## src/hdl/lcdnw_pkg.sv

```systemverilog
// shared types, constants and step tables for the lcd nibble write sequencer
package lcdnw_pkg;

    // field widths
    localparam int ACTION_W = 2;
    localparam int BYTE_W   = 8;
    localparam int NIB_W    = 4;
    localparam int HOLD_W   = 13;

    // hold times in microseconds
    localparam logic [HOLD_W-1:0] HOLD_ZERO   = 13'd0;
    localparam logic [HOLD_W-1:0] HOLD_SHORT  = 13'd2;
    localparam logic [HOLD_W-1:0] HOLD_CMD    = 13'd50;
    localparam logic [HOLD_W-1:0] HOLD_STROBE = 13'd100;
    localparam logic [HOLD_W-1:0] HOLD_SETTLE = 13'd5000;
    localparam logic [HOLD_W-1:0] HOLD_CMD_SETTLE = 13'd5050;

    // rs levels
    localparam logic RS_CMD  = 1'b0;
    localparam logic RS_DATA = 1'b1;

    // sequence positions
    localparam int            STEP_W        = 4;
    localparam logic [3:0]    RESET_LAST    = 4'd10;
    localparam logic [3:0]    BYTE_LAST     = 4'd5;
    localparam logic [3:0]    BYTE_HI_LAST  = 4'd2;
    localparam logic [3:0]    BYTE_STROBE_HI = 4'd1;
    localparam logic [3:0]    BYTE_STROBE_LO = 4'd4;
    localparam int            CMD_IDX_W     = 3;
    localparam logic [2:0]    INIT_CMD_LAST = 3'd4;

    // cursor address bases
    localparam logic [BYTE_W-1:0] CURSOR_LINE0 = 8'h80;
    localparam logic [BYTE_W-1:0] CURSOR_LINE1 = 8'hC0;

    // job queue geometry
    localparam int              QDEPTH = 2;
    localparam int              QPTR_W = 1;
    localparam int              QCNT_W = 2;
    localparam logic [QCNT_W-1:0] QCNT_FULL = 2'd2;

    typedef enum logic [ACTION_W-1:0] {
        ACT_CMD    = 2'd0,
        ACT_DATA   = 2'd1,
        ACT_CURSOR = 2'd2,
        ACT_INIT   = 2'd3
    } t_action;

    typedef enum logic [1:0] {
        SEQ_IDLE  = 2'd0,
        SEQ_RESET = 2'd1,
        SEQ_BYTE  = 2'd2
    } t_seq_state;

    // classified request handed from front to back
    typedef struct packed {
        logic              is_init;
        logic              rs;
        logic [BYTE_W-1:0] byte_val;
        logic [HOLD_W-1:0] final_hold;
    } t_job;

    // one pin step as seen on the result side
    typedef struct packed {
        logic [NIB_W-1:0]  nibble;
        logic              reg_select;
        logic              enable;
        logic [HOLD_W-1:0] hold_us;
        logic              last;
    } t_pin_step;

    // queue status between queue and its neighbors
    typedef struct packed {
        logic              empty;
        logic              full;
        logic [QCNT_W-1:0] count;
    } t_q_status;

    // power-up reset nibbles, all with rs low and never last
    function automatic t_pin_step reset_step(input logic [STEP_W-1:0] idx);
        t_pin_step s;
        s = '{nibble: 4'h0, reg_select: RS_CMD, enable: 1'b0,
              hold_us: HOLD_ZERO, last: 1'b0};
        case (idx)
            4'd0:  begin s.nibble = 4'h0; s.enable = 1'b0; s.hold_us = HOLD_ZERO;   end
            4'd1:  begin s.nibble = 4'h3; s.enable = 1'b0; s.hold_us = HOLD_ZERO;   end
            4'd2:  begin s.nibble = 4'h3; s.enable = 1'b1; s.hold_us = HOLD_STROBE; end
            4'd3:  begin s.nibble = 4'h3; s.enable = 1'b0; s.hold_us = HOLD_SETTLE; end
            4'd4:  begin s.nibble = 4'h3; s.enable = 1'b1; s.hold_us = HOLD_STROBE; end
            4'd5:  begin s.nibble = 4'h3; s.enable = 1'b0; s.hold_us = HOLD_SETTLE; end
            4'd6:  begin s.nibble = 4'h3; s.enable = 1'b1; s.hold_us = HOLD_STROBE; end
            4'd7:  begin s.nibble = 4'h3; s.enable = 1'b0; s.hold_us = HOLD_SETTLE; end
            4'd8:  begin s.nibble = 4'h2; s.enable = 1'b0; s.hold_us = HOLD_ZERO;   end
            4'd9:  begin s.nibble = 4'h2; s.enable = 1'b1; s.hold_us = HOLD_STROBE; end
            4'd10: begin s.nibble = 4'h2; s.enable = 1'b0; s.hold_us = HOLD_SETTLE; end
            default: begin s.nibble = 4'h0; s.enable = 1'b0; s.hold_us = HOLD_ZERO; end
        endcase
        return s;
    endfunction

    // setup commands sent after the reset nibbles
    function automatic logic [BYTE_W-1:0] init_cmd(input logic [CMD_IDX_W-1:0] idx);
        logic [BYTE_W-1:0] b;
        case (idx)
            3'd0:    b = 8'h28;
            3'd1:    b = 8'h08;
            3'd2:    b = 8'h01;
            3'd3:    b = 8'h06;
            3'd4:    b = 8'h0E;
            default: b = 8'h00;
        endcase
        return b;
    endfunction

endpackage

```

## src/hdl/char_lcd_nibble_write_sequencer.sv

```systemverilog
// top level of the 4-bit character lcd write sequencer
//
// Each request becomes the pin steps for a character lcd on a 4-bit bus,
// one step per result beat, each with the microseconds to hold it. Command,
// data and cursor requests produce six steps, init produces 41. The back
// sequencer emits one step per clock while results are popped every cycle;
// the next request is loaded in the same cycle as the last step of the one
// before, so requests follow with no gap. A two-entry job queue and a
// holding register in front let up to three requests wait while the
// sequencer is busy. A push passes the front holding register, the job queue
// and the back job register before its first step is in the result register.
module char_lcd_nibble_write_sequencer (
    input  logic                           i_clk,
    input  logic                           i_rst_n,
    input  logic                           i_push,
    output logic                           o_full,
    input  logic [lcdnw_pkg::ACTION_W-1:0] i_action,
    input  logic [lcdnw_pkg::BYTE_W-1:0]   i_value,
    input  logic                           i_line,
    input  logic [lcdnw_pkg::NIB_W-1:0]    i_column,
    output logic                           o_empty,
    input  logic                           i_pop,
    output logic [lcdnw_pkg::NIB_W-1:0]    o_nibble,
    output logic                           o_reg_select,
    output logic                           o_enable,
    output logic [lcdnw_pkg::HOLD_W-1:0]   o_hold_us,
    output logic                           o_last
);

    logic                 w_front_valid;
    lcdnw_pkg::t_job      w_front_job;
    lcdnw_pkg::t_job      w_q_job;
    lcdnw_pkg::t_q_status w_q_status;
    logic                 w_job_take;
    lcdnw_pkg::t_pin_step w_step;

    // request intake and classification
    lcdnw_front u_front (
        .i_clk       (i_clk),
        .i_rst_n     (i_rst_n),
        .i_push      (i_push),
        .i_action    (i_action),
        .i_value     (i_value),
        .i_line      (i_line),
        .i_column    (i_column),
        .o_full      (o_full),
        .i_q_full    (w_q_status.full),
        .o_job_valid (w_front_valid),
        .o_job       (w_front_job)
    );

    // job queue
    lcdnw_queue u_queue (
        .i_clk    (i_clk),
        .i_rst_n  (i_rst_n),
        .i_wr     (w_front_valid),
        .i_wr_job (w_front_job),
        .i_rd     (w_job_take),
        .o_rd_job (w_q_job),
        .o_status (w_q_status)
    );

    // step sequencer and result register
    lcdnw_back u_back (
        .i_clk       (i_clk),
        .i_rst_n     (i_rst_n),
        .i_job_valid (!w_q_status.empty),
        .i_job       (w_q_job),
        .o_job_take  (w_job_take),
        .i_pop       (i_pop),
        .o_empty     (o_empty),
        .o_step      (w_step)
    );

    assign o_nibble     = w_step.nibble;
    assign o_reg_select = w_step.reg_select;
    assign o_enable     = w_step.enable;
    assign o_hold_us    = w_step.hold_us;
    assign o_last       = w_step.last;

    // queue fill count never passes its depth
    a_q_bound: assert property (@(posedge i_clk) disable iff (!i_rst_n)
        w_q_status.count <= lcdnw_pkg::QCNT_FULL)
        else $error("job queue count out of range");

    // the sequencer only takes a job the queue holds
    a_take_nonempty: assert property (@(posedge i_clk) disable iff (!i_rst_n)
        w_job_take |-> !w_q_status.empty)
        else $error("job taken from empty queue");

    // a strobe step is always short or a strobe hold
    a_strobe_hold: assert property (@(posedge i_clk) disable iff (!i_rst_n)
        (!o_empty && o_enable) |->
        (o_hold_us == lcdnw_pkg::HOLD_SHORT || o_hold_us == lcdnw_pkg::HOLD_STROBE))
        else $error("strobe step with wrong hold");

    // a sequence never ends with enable high
    a_last_low: assert property (@(posedge i_clk) disable iff (!i_rst_n)
        (!o_empty && o_last) |-> !o_enable)
        else $error("last step with enable high");

endmodule

```

## src/hdl/lcdnw_front.sv

```systemverilog
// front stage: accepts requests and classifies them into jobs
module lcdnw_front (
    input  logic                          i_clk,
    input  logic                          i_rst_n,
    input  logic                          i_push,
    input  logic [lcdnw_pkg::ACTION_W-1:0] i_action,
    input  logic [lcdnw_pkg::BYTE_W-1:0]   i_value,
    input  logic                          i_line,
    input  logic [lcdnw_pkg::NIB_W-1:0]    i_column,
    output logic                          o_full,
    input  logic                          i_q_full,
    output logic                          o_job_valid,
    output lcdnw_pkg::t_job               o_job
);

    logic             r_valid;
    logic             n_valid;
    lcdnw_pkg::t_job  r_job;
    lcdnw_pkg::t_job  w_job;
    logic             w_accept;
    lcdnw_pkg::t_action w_action;

    // holding register stays full only while the queue refuses it
    assign o_full   = r_valid && i_q_full;
    assign w_accept = i_push && !o_full;
    assign n_valid  = w_accept || (r_valid && i_q_full);

    // classify the request
    always_comb begin
        w_action         = lcdnw_pkg::t_action'(i_action);
        w_job.is_init    = 1'b0;
        w_job.rs         = lcdnw_pkg::RS_CMD;
        w_job.byte_val   = i_value;
        w_job.final_hold = lcdnw_pkg::HOLD_CMD;
        case (w_action)
            lcdnw_pkg::ACT_CMD: begin
                w_job.rs = lcdnw_pkg::RS_CMD;
            end
            lcdnw_pkg::ACT_DATA: begin
                w_job.rs = lcdnw_pkg::RS_DATA;
            end
            lcdnw_pkg::ACT_CURSOR: begin
                w_job.byte_val   = (i_line ? lcdnw_pkg::CURSOR_LINE1 : lcdnw_pkg::CURSOR_LINE0)
                                   | {4'h0, i_column};
                w_job.final_hold = lcdnw_pkg::HOLD_CMD_SETTLE;
            end
            lcdnw_pkg::ACT_INIT: begin
                w_job.is_init    = 1'b1;
                w_job.final_hold = lcdnw_pkg::HOLD_CMD_SETTLE;
            end
            default: begin
                w_job.is_init = 1'b0;
            end
        endcase
    end

    // control register
    always_ff @(posedge i_clk) begin
        if (!i_rst_n) begin
            r_valid <= 1'b0;
        end else begin
            r_valid <= n_valid;
        end
    end

    // payload register
    always_ff @(posedge i_clk) begin
        if (w_accept) begin
            r_job <= w_job;
        end
    end

    assign o_job_valid = r_valid;
    assign o_job       = r_job;

endmodule

```

## src/hdl/lcdnw_queue.sv

```systemverilog
// short job queue between the front and the back
module lcdnw_queue (
    input  logic                 i_clk,
    input  logic                 i_rst_n,
    input  logic                 i_wr,
    input  lcdnw_pkg::t_job      i_wr_job,
    input  logic                 i_rd,
    output lcdnw_pkg::t_job      o_rd_job,
    output lcdnw_pkg::t_q_status o_status
);

    lcdnw_pkg::t_job                 r_mem [lcdnw_pkg::QDEPTH];
    logic [lcdnw_pkg::QPTR_W-1:0]    r_wr_ptr;
    logic [lcdnw_pkg::QPTR_W-1:0]    r_rd_ptr;
    logic [lcdnw_pkg::QCNT_W-1:0]    r_count;
    logic                            w_wr;
    logic                            w_rd;

    assign o_status.count = r_count;
    assign o_status.full  = (r_count == lcdnw_pkg::QCNT_FULL);
    assign o_status.empty = (r_count == '0);

    assign w_wr = i_wr && !o_status.full;
    assign w_rd = i_rd && !o_status.empty;

    // pointers and fill count
    always_ff @(posedge i_clk) begin
        if (!i_rst_n) begin
            r_wr_ptr <= '0;
            r_rd_ptr <= '0;
            r_count  <= '0;
        end else begin
            if (w_wr) begin
                r_wr_ptr <= r_wr_ptr + 1'b1;
            end
            if (w_rd) begin
                r_rd_ptr <= r_rd_ptr + 1'b1;
            end
            case ({w_wr, w_rd})
                2'b10:   r_count <= r_count + 1'b1;
                2'b01:   r_count <= r_count - 1'b1;
                default: r_count <= r_count;
            endcase
        end
    end

    // entry storage
    always_ff @(posedge i_clk) begin
        if (w_wr) begin
            r_mem[r_wr_ptr] <= i_wr_job;
        end
    end

    assign o_rd_job = r_mem[r_rd_ptr];

endmodule

```

## src/hdl/lcdnw_back.sv

```systemverilog
// back stage: expands each job into pin steps, one step per cycle while the result slot is free or popped
module lcdnw_back (
    input  logic                 i_clk,
    input  logic                 i_rst_n,
    input  logic                 i_job_valid,
    input  lcdnw_pkg::t_job      i_job,
    output logic                 o_job_take,
    input  logic                 i_pop,
    output logic                 o_empty,
    output lcdnw_pkg::t_pin_step o_step
);

    lcdnw_pkg::t_seq_state                r_state;
    lcdnw_pkg::t_seq_state                n_state;
    lcdnw_pkg::t_job                      r_job;
    logic [lcdnw_pkg::STEP_W-1:0]         r_step;
    logic [lcdnw_pkg::CMD_IDX_W-1:0]      r_cmd_idx;
    logic                                 r_out_valid;
    lcdnw_pkg::t_pin_step                 r_out;
    lcdnw_pkg::t_pin_step                 w_step;
    logic [lcdnw_pkg::BYTE_W-1:0]         w_byte;
    logic                                 w_adv;
    logic                                 w_take;

    // a step goes out whenever there is work and the output slot frees up
    assign w_adv  = (r_state != lcdnw_pkg::SEQ_IDLE) && (!r_out_valid || i_pop);
    assign w_take = i_job_valid && ((r_state == lcdnw_pkg::SEQ_IDLE) || (w_adv && w_step.last));
    assign o_job_take = w_take;

    // next state
    always_comb begin
        n_state = r_state;
        if (w_take) begin
            n_state = i_job.is_init ? lcdnw_pkg::SEQ_RESET : lcdnw_pkg::SEQ_BYTE;
        end else if (w_adv) begin
            case (r_state)
                lcdnw_pkg::SEQ_RESET: begin
                    if (r_step == lcdnw_pkg::RESET_LAST) begin
                        n_state = lcdnw_pkg::SEQ_BYTE;
                    end
                end
                lcdnw_pkg::SEQ_BYTE: begin
                    if (w_step.last) begin
                        n_state = lcdnw_pkg::SEQ_IDLE;
                    end
                end
                default: n_state = r_state;
            endcase
        end
    end

    // pin levels of the current step
    always_comb begin
        w_byte = r_job.is_init ? lcdnw_pkg::init_cmd(r_cmd_idx) : r_job.byte_val;
        w_step = '{nibble: 4'h0, reg_select: lcdnw_pkg::RS_CMD, enable: 1'b0,
                   hold_us: lcdnw_pkg::HOLD_ZERO, last: 1'b0};
        case (r_state)
            lcdnw_pkg::SEQ_RESET: begin
                w_step = lcdnw_pkg::reset_step(r_step);
            end
            lcdnw_pkg::SEQ_BYTE: begin
                w_step.nibble     = (r_step <= lcdnw_pkg::BYTE_HI_LAST) ?
                                    w_byte[7:4] : w_byte[3:0];
                w_step.reg_select = r_job.rs;
                w_step.enable     = (r_step == lcdnw_pkg::BYTE_STROBE_HI) ||
                                    (r_step == lcdnw_pkg::BYTE_STROBE_LO);
                w_step.hold_us    = (r_step == lcdnw_pkg::BYTE_LAST) ?
                                    r_job.final_hold : lcdnw_pkg::HOLD_SHORT;
                w_step.last       = (r_step == lcdnw_pkg::BYTE_LAST) &&
                                    (!r_job.is_init ||
                                     (r_cmd_idx == lcdnw_pkg::INIT_CMD_LAST));
            end
            default: begin
                w_step.last = 1'b0;
            end
        endcase
    end

    // sequencer control
    always_ff @(posedge i_clk) begin
        if (!i_rst_n) begin
            r_state     <= lcdnw_pkg::SEQ_IDLE;
            r_out_valid <= 1'b0;
        end else begin
            r_state <= n_state;
            if (w_adv) begin
                r_out_valid <= 1'b1;
            end else if (i_pop) begin
                r_out_valid <= 1'b0;
            end
        end
    end

    // job, counters and output payload
    always_ff @(posedge i_clk) begin
        if (w_take) begin
            r_job     <= i_job;
            r_step    <= '0;
            r_cmd_idx <= '0;
        end else if (w_adv) begin
            case (r_state)
                lcdnw_pkg::SEQ_RESET: begin
                    r_step <= (r_step == lcdnw_pkg::RESET_LAST) ? '0 : r_step + 1'b1;
                end
                lcdnw_pkg::SEQ_BYTE: begin
                    if (r_step == lcdnw_pkg::BYTE_LAST) begin
                        r_step    <= '0;
                        r_cmd_idx <= r_cmd_idx + 1'b1;
                    end else begin
                        r_step <= r_step + 1'b1;
                    end
                end
                default: r_step <= r_step;
            endcase
        end
        if (w_adv) begin
            r_out <= w_step;
        end
    end

    assign o_empty = !r_out_valid;
    assign o_step  = r_out;

endmodule
```

## config.mk

```make
export PLATFORM = sky130hd
export DESIGN_NAME = char_lcd_nibble_write_sequencer
export DESIGN_NICKNAME = d
export VERILOG_FILES = /design/src/hdl/lcdnw_pkg.sv /design/src/hdl/char_lcd_nibble_write_sequencer.sv /design/src/hdl/lcdnw_front.sv /design/src/hdl/lcdnw_queue.sv /design/src/hdl/lcdnw_back.sv
export SDC_FILE = /design/constraint.sdc
export NUM_CORES = 1
export LEC_CHECK = 0
export BUFFER_PORTS_ARGS = -buffer_cell sky130_fd_sc_hd__buf_2
export CORE_MARGIN = 1
export CORE_UTILIZATION = 45
export CTS_BUF_LIST = sky130_fd_sc_hd__clkbuf_4 sky130_fd_sc_hd__clkbuf_8
export DETAILED_ROUTE_END_ITERATION = 6
export PLACE_DENSITY = 0.61
export SLEW_MARGIN = 20
export SYNTH_ARGS = -nofsm -noshare
export SYNTH_HDL_FRONTEND = slang
export SYNTH_SLANG_ARGS = --single-unit
```

## constraint.sdc

```tcl
create_clock -name i_clk -period 3 [get_ports i_clk]
set_clock_uncertainty 0.05 [all_clocks]
set_input_delay 0.15 -clock i_clk [delete_from_list [all_inputs] [get_ports i_clk]]
set_output_delay 0.15 -clock i_clk [all_outputs]
set_load 0.02 [all_outputs]
```

==> metrics.txt <==
Routed Antenna Nets 0; Final Hold Vio Count 0; Synth Warn # 0; Async S/R FF share, synth 0%; routability cong. 0.808; vias in the first global route 1956; Root Driver clkbuf_8; Hold Path Class in2reg; clk slew on worst S/H paths 0.09 ns; Slew headroom 34.9%; All-Layer GR Usage 15.5%; GR Util met2 24.2%; status completed; initial antenna violation count 0; DIE AREA 0.00826 mm2; pwr dens 855 mW/mm2; Final period util 83.1%; vias per cell 5.09; pin count of the biggest net entering global routing 16; sequential share of the synthesized area 58.6%; P&R area growth vs syn 13.2%; Rows 32; Pre-Repair DR Iteration Count 4; post-synth cell types 63; DIE HEIGHT 90.9 um; routing usage on met1 19.4%; Final Instance Area 0.00402 mm2; routed length per placed instance 14.1 um; fin cells 426; worst-margin pin slew 0.973 ns; clk_lat worst skew 0.35 ns; Max Clock Freq 401 MHz; Synth Instances 281; CORE AREA 0.00769 mm2; critical path arrival 2.72 ns; GR peak layer met2; total number of vias 2168; worst-path fanout max 12; input/output buffers 37; Avg Cell Area, Syn 12.6 um2; Worst VDD drop 0.381 mV; Post-route DRC 0; Post-synth top flop edfxtp_1; DR iter-0 viols 94; number of flops mapped to enable cells by yosys 56; CTS Sinks 76; DPL Wire Length 4270 um; Routed WL 6030 um; cts repair resizes 0; Setup Crit Path Kind reg2reg; Pins Over Slew Limit 0; final setup TNS 0 ns; Worst setup EP type flop; Max Cap Violations 0; Setup crit start kind flop; Final setup viols 0; register bit total from synthesis 76; H-tree depth 3; TritonCTS Buffers 9; Final #Nets 350; grt total ovfl 0; Tmin final 2.49 ns; antenna diode count 0; DP Area 0.00378 mm2; Worst EP required 3.23 ns; IO Count 41; Die X 90.9 um; met3 Usage GRT 4.21%; Syn Std Cell Area 0.00355 mm2; first-pass GRT wire length 9580 um; CTS Buffer Depth 2; post-placement cell count 407; initial core utilization 46.2%; Leakage 1.52 nW; CTS tree built; RSZ-0062 raised after global routing false; share of layout cells above drive strength 1 26.9%
==> state kept, by name, indices dropped and copies added, names as in the netlist, 2 cells and up, named ones only <==
| name | cells |
|---|---|
| u_back.r_state | 2 |
| u_queue.r_count | 2 |
| u_back.r_job | 11 |
| u_back.r_step | 4 |
| u_back.o_step | 12 |
| u_front.o_job | 11 |
| u_back.r_cmd_idx | 3 |
| u_queue.r_mem | 22 |
==> layout by cell type (no fill, tap or decap), types with 4 or more instances in the layout <==
master,synthesis,routed
dfxtp_1,20,20
nor2_1,18,18
nand2_1,10,10
edfxtp_1,56,56
buf_4,10,4
mux2i_1,5,5
nor3_1,5,5
mux2_2,17,17
buf_2,2,37
ha_1,12,12
clkbuf_8,0,9
nor2b_1,9,9
and2_1,9,9
a31oi_1,5,5
inv_1,11,11
nand2b_1,6,6
o21ai_0,9,9
==> what timing repair did <==
item / 4_1_cts / 5_1_grt
buffers inserted: 0 / 0
hold buffers: 3 / 0
endpoints found under the hold margin: 3 / 0
==> synth_stat cells (all sizes together) (2+ instances only) <==
master | n | area share (%)
nor3b | 3 | 0.63
clkbuf | 6 | 0.63
and2 | 9 | 1.6
nand2 | 11 | 1.2
mux2i | 5 | 1.4
nand3b | 4 | 1.2
dfxtp | 20 | 11
ha | 12 | 4.2
nor2b | 9 | 1.6
a211oi | 3 | 0.63
mux2 | 17 | 5.4
inv | 11 | 1.2
a31oi | 5 | 0.88
or2 | 3 | 0.53
buf | 13 | 2.7
o22a | 2 | 0.53
a21boi | 3 | 0.74
o21ai | 13 | 2.3
nor4 | 3 | 0.53
o21a | 3 | 0.63
nand4b | 2 | 0.67
nand3 | 3 | 0.42
nor3 | 5 | 0.70
xnor2 | 3 | 0.74
nand2b | 7 | 1.4
and3 | 3 | 0.53
or3 | 3 | 0.53
nor2 | 18 | 1.9
xor2 | 3 | 0.74
edfxtp | 56 | 47
a2bb2oi | 2 | 0.67
a21oi | 4 | 0.67
==> cells by family (layout without fill, tap and decap cells) <==
logic type	after synthesis	after routing	synth area share (%)
other	1	3	0.106
muxes	22	22	6.80
and+or+nand+nor	85	85	13.9
xor gates and xnor gates	6	6	1.48
adders and majority gates	12	12	4.23
buffers and inverters	30	71	4.51
DFF	76	76	58.6
AOI/OAI and AO/OA	49	49	10.4
==> per-stage QoR <==
step | hold slack [ns] | utilization [%] | setup WS [ns] | power, mW
finish | 0.0429 | 52.3 | 0.508 | 3.44
floorplan | 0.217 | - | 0.553 | 2.40
global placement | 0.311 | 49.2 | 0.645 | 2.64
detailed placement | 0.314 | 49.2 | 0.534 | 2.66
global route | 0.0241 | 52.3 | 0.312 | 3.62
CTS | 0.0226 | 52.3 | 0.513 | 3.47
==> path summary, 6_finish.rpt <==
check                     from                   end  slack (ns)  cells past startpoint
min                 i_value[6]     u_front.o_job[19]        0.04                      2
max           u_back.r_step[0]    u_queue.r_count[1]        0.51                      8
min reg2reg  u_front.o_job[20]  u_queue.r_mem[0][20]        0.40                      0
max reg2reg   u_back.r_step[0]    u_queue.r_count[1]        0.51                      8
==> worst max-delay path, stage by stage (launching register included) <==
cell	delay [ns]
dfxtp_1	0.58
ha_1	0.31
nand4b_2	0.19
a21oi_1	0.20
and2_1	0.17
o22a_2	0.15
ha_1	0.26
or3_1	0.35
a21boi_0	0.16
==> area by class of cell <==
class                           count  area [um2]
Clock inverter                      7        82.6
Sequential cell                    76        2080
Multi-Input combinational cell    177        1320
Tap cell                          102         128
Fill cell                         680        3670
Timing Repair Buffer               44         245
Clock buffer                        9         124
Inverter                           11        41.3
==> power breakdown <==
group / total [mW] / internal [mW] / switching [mW]
registers: 1.59 / 1.44 / 0.151
logic: 1.04 / 0.421 / 0.621
clock network: 0.805 / 0.397 / 0.408
total: 3.44 / 2.26 / 1.18
==> per-layer routing <==
metal	part of all wire [%]	wire length, um
met5	0	0
met4	1.9	117
met3	4.6	276
met2	46	2790
met1	47	2840
No activity file was read; power rests on OpenSTA's default activity.
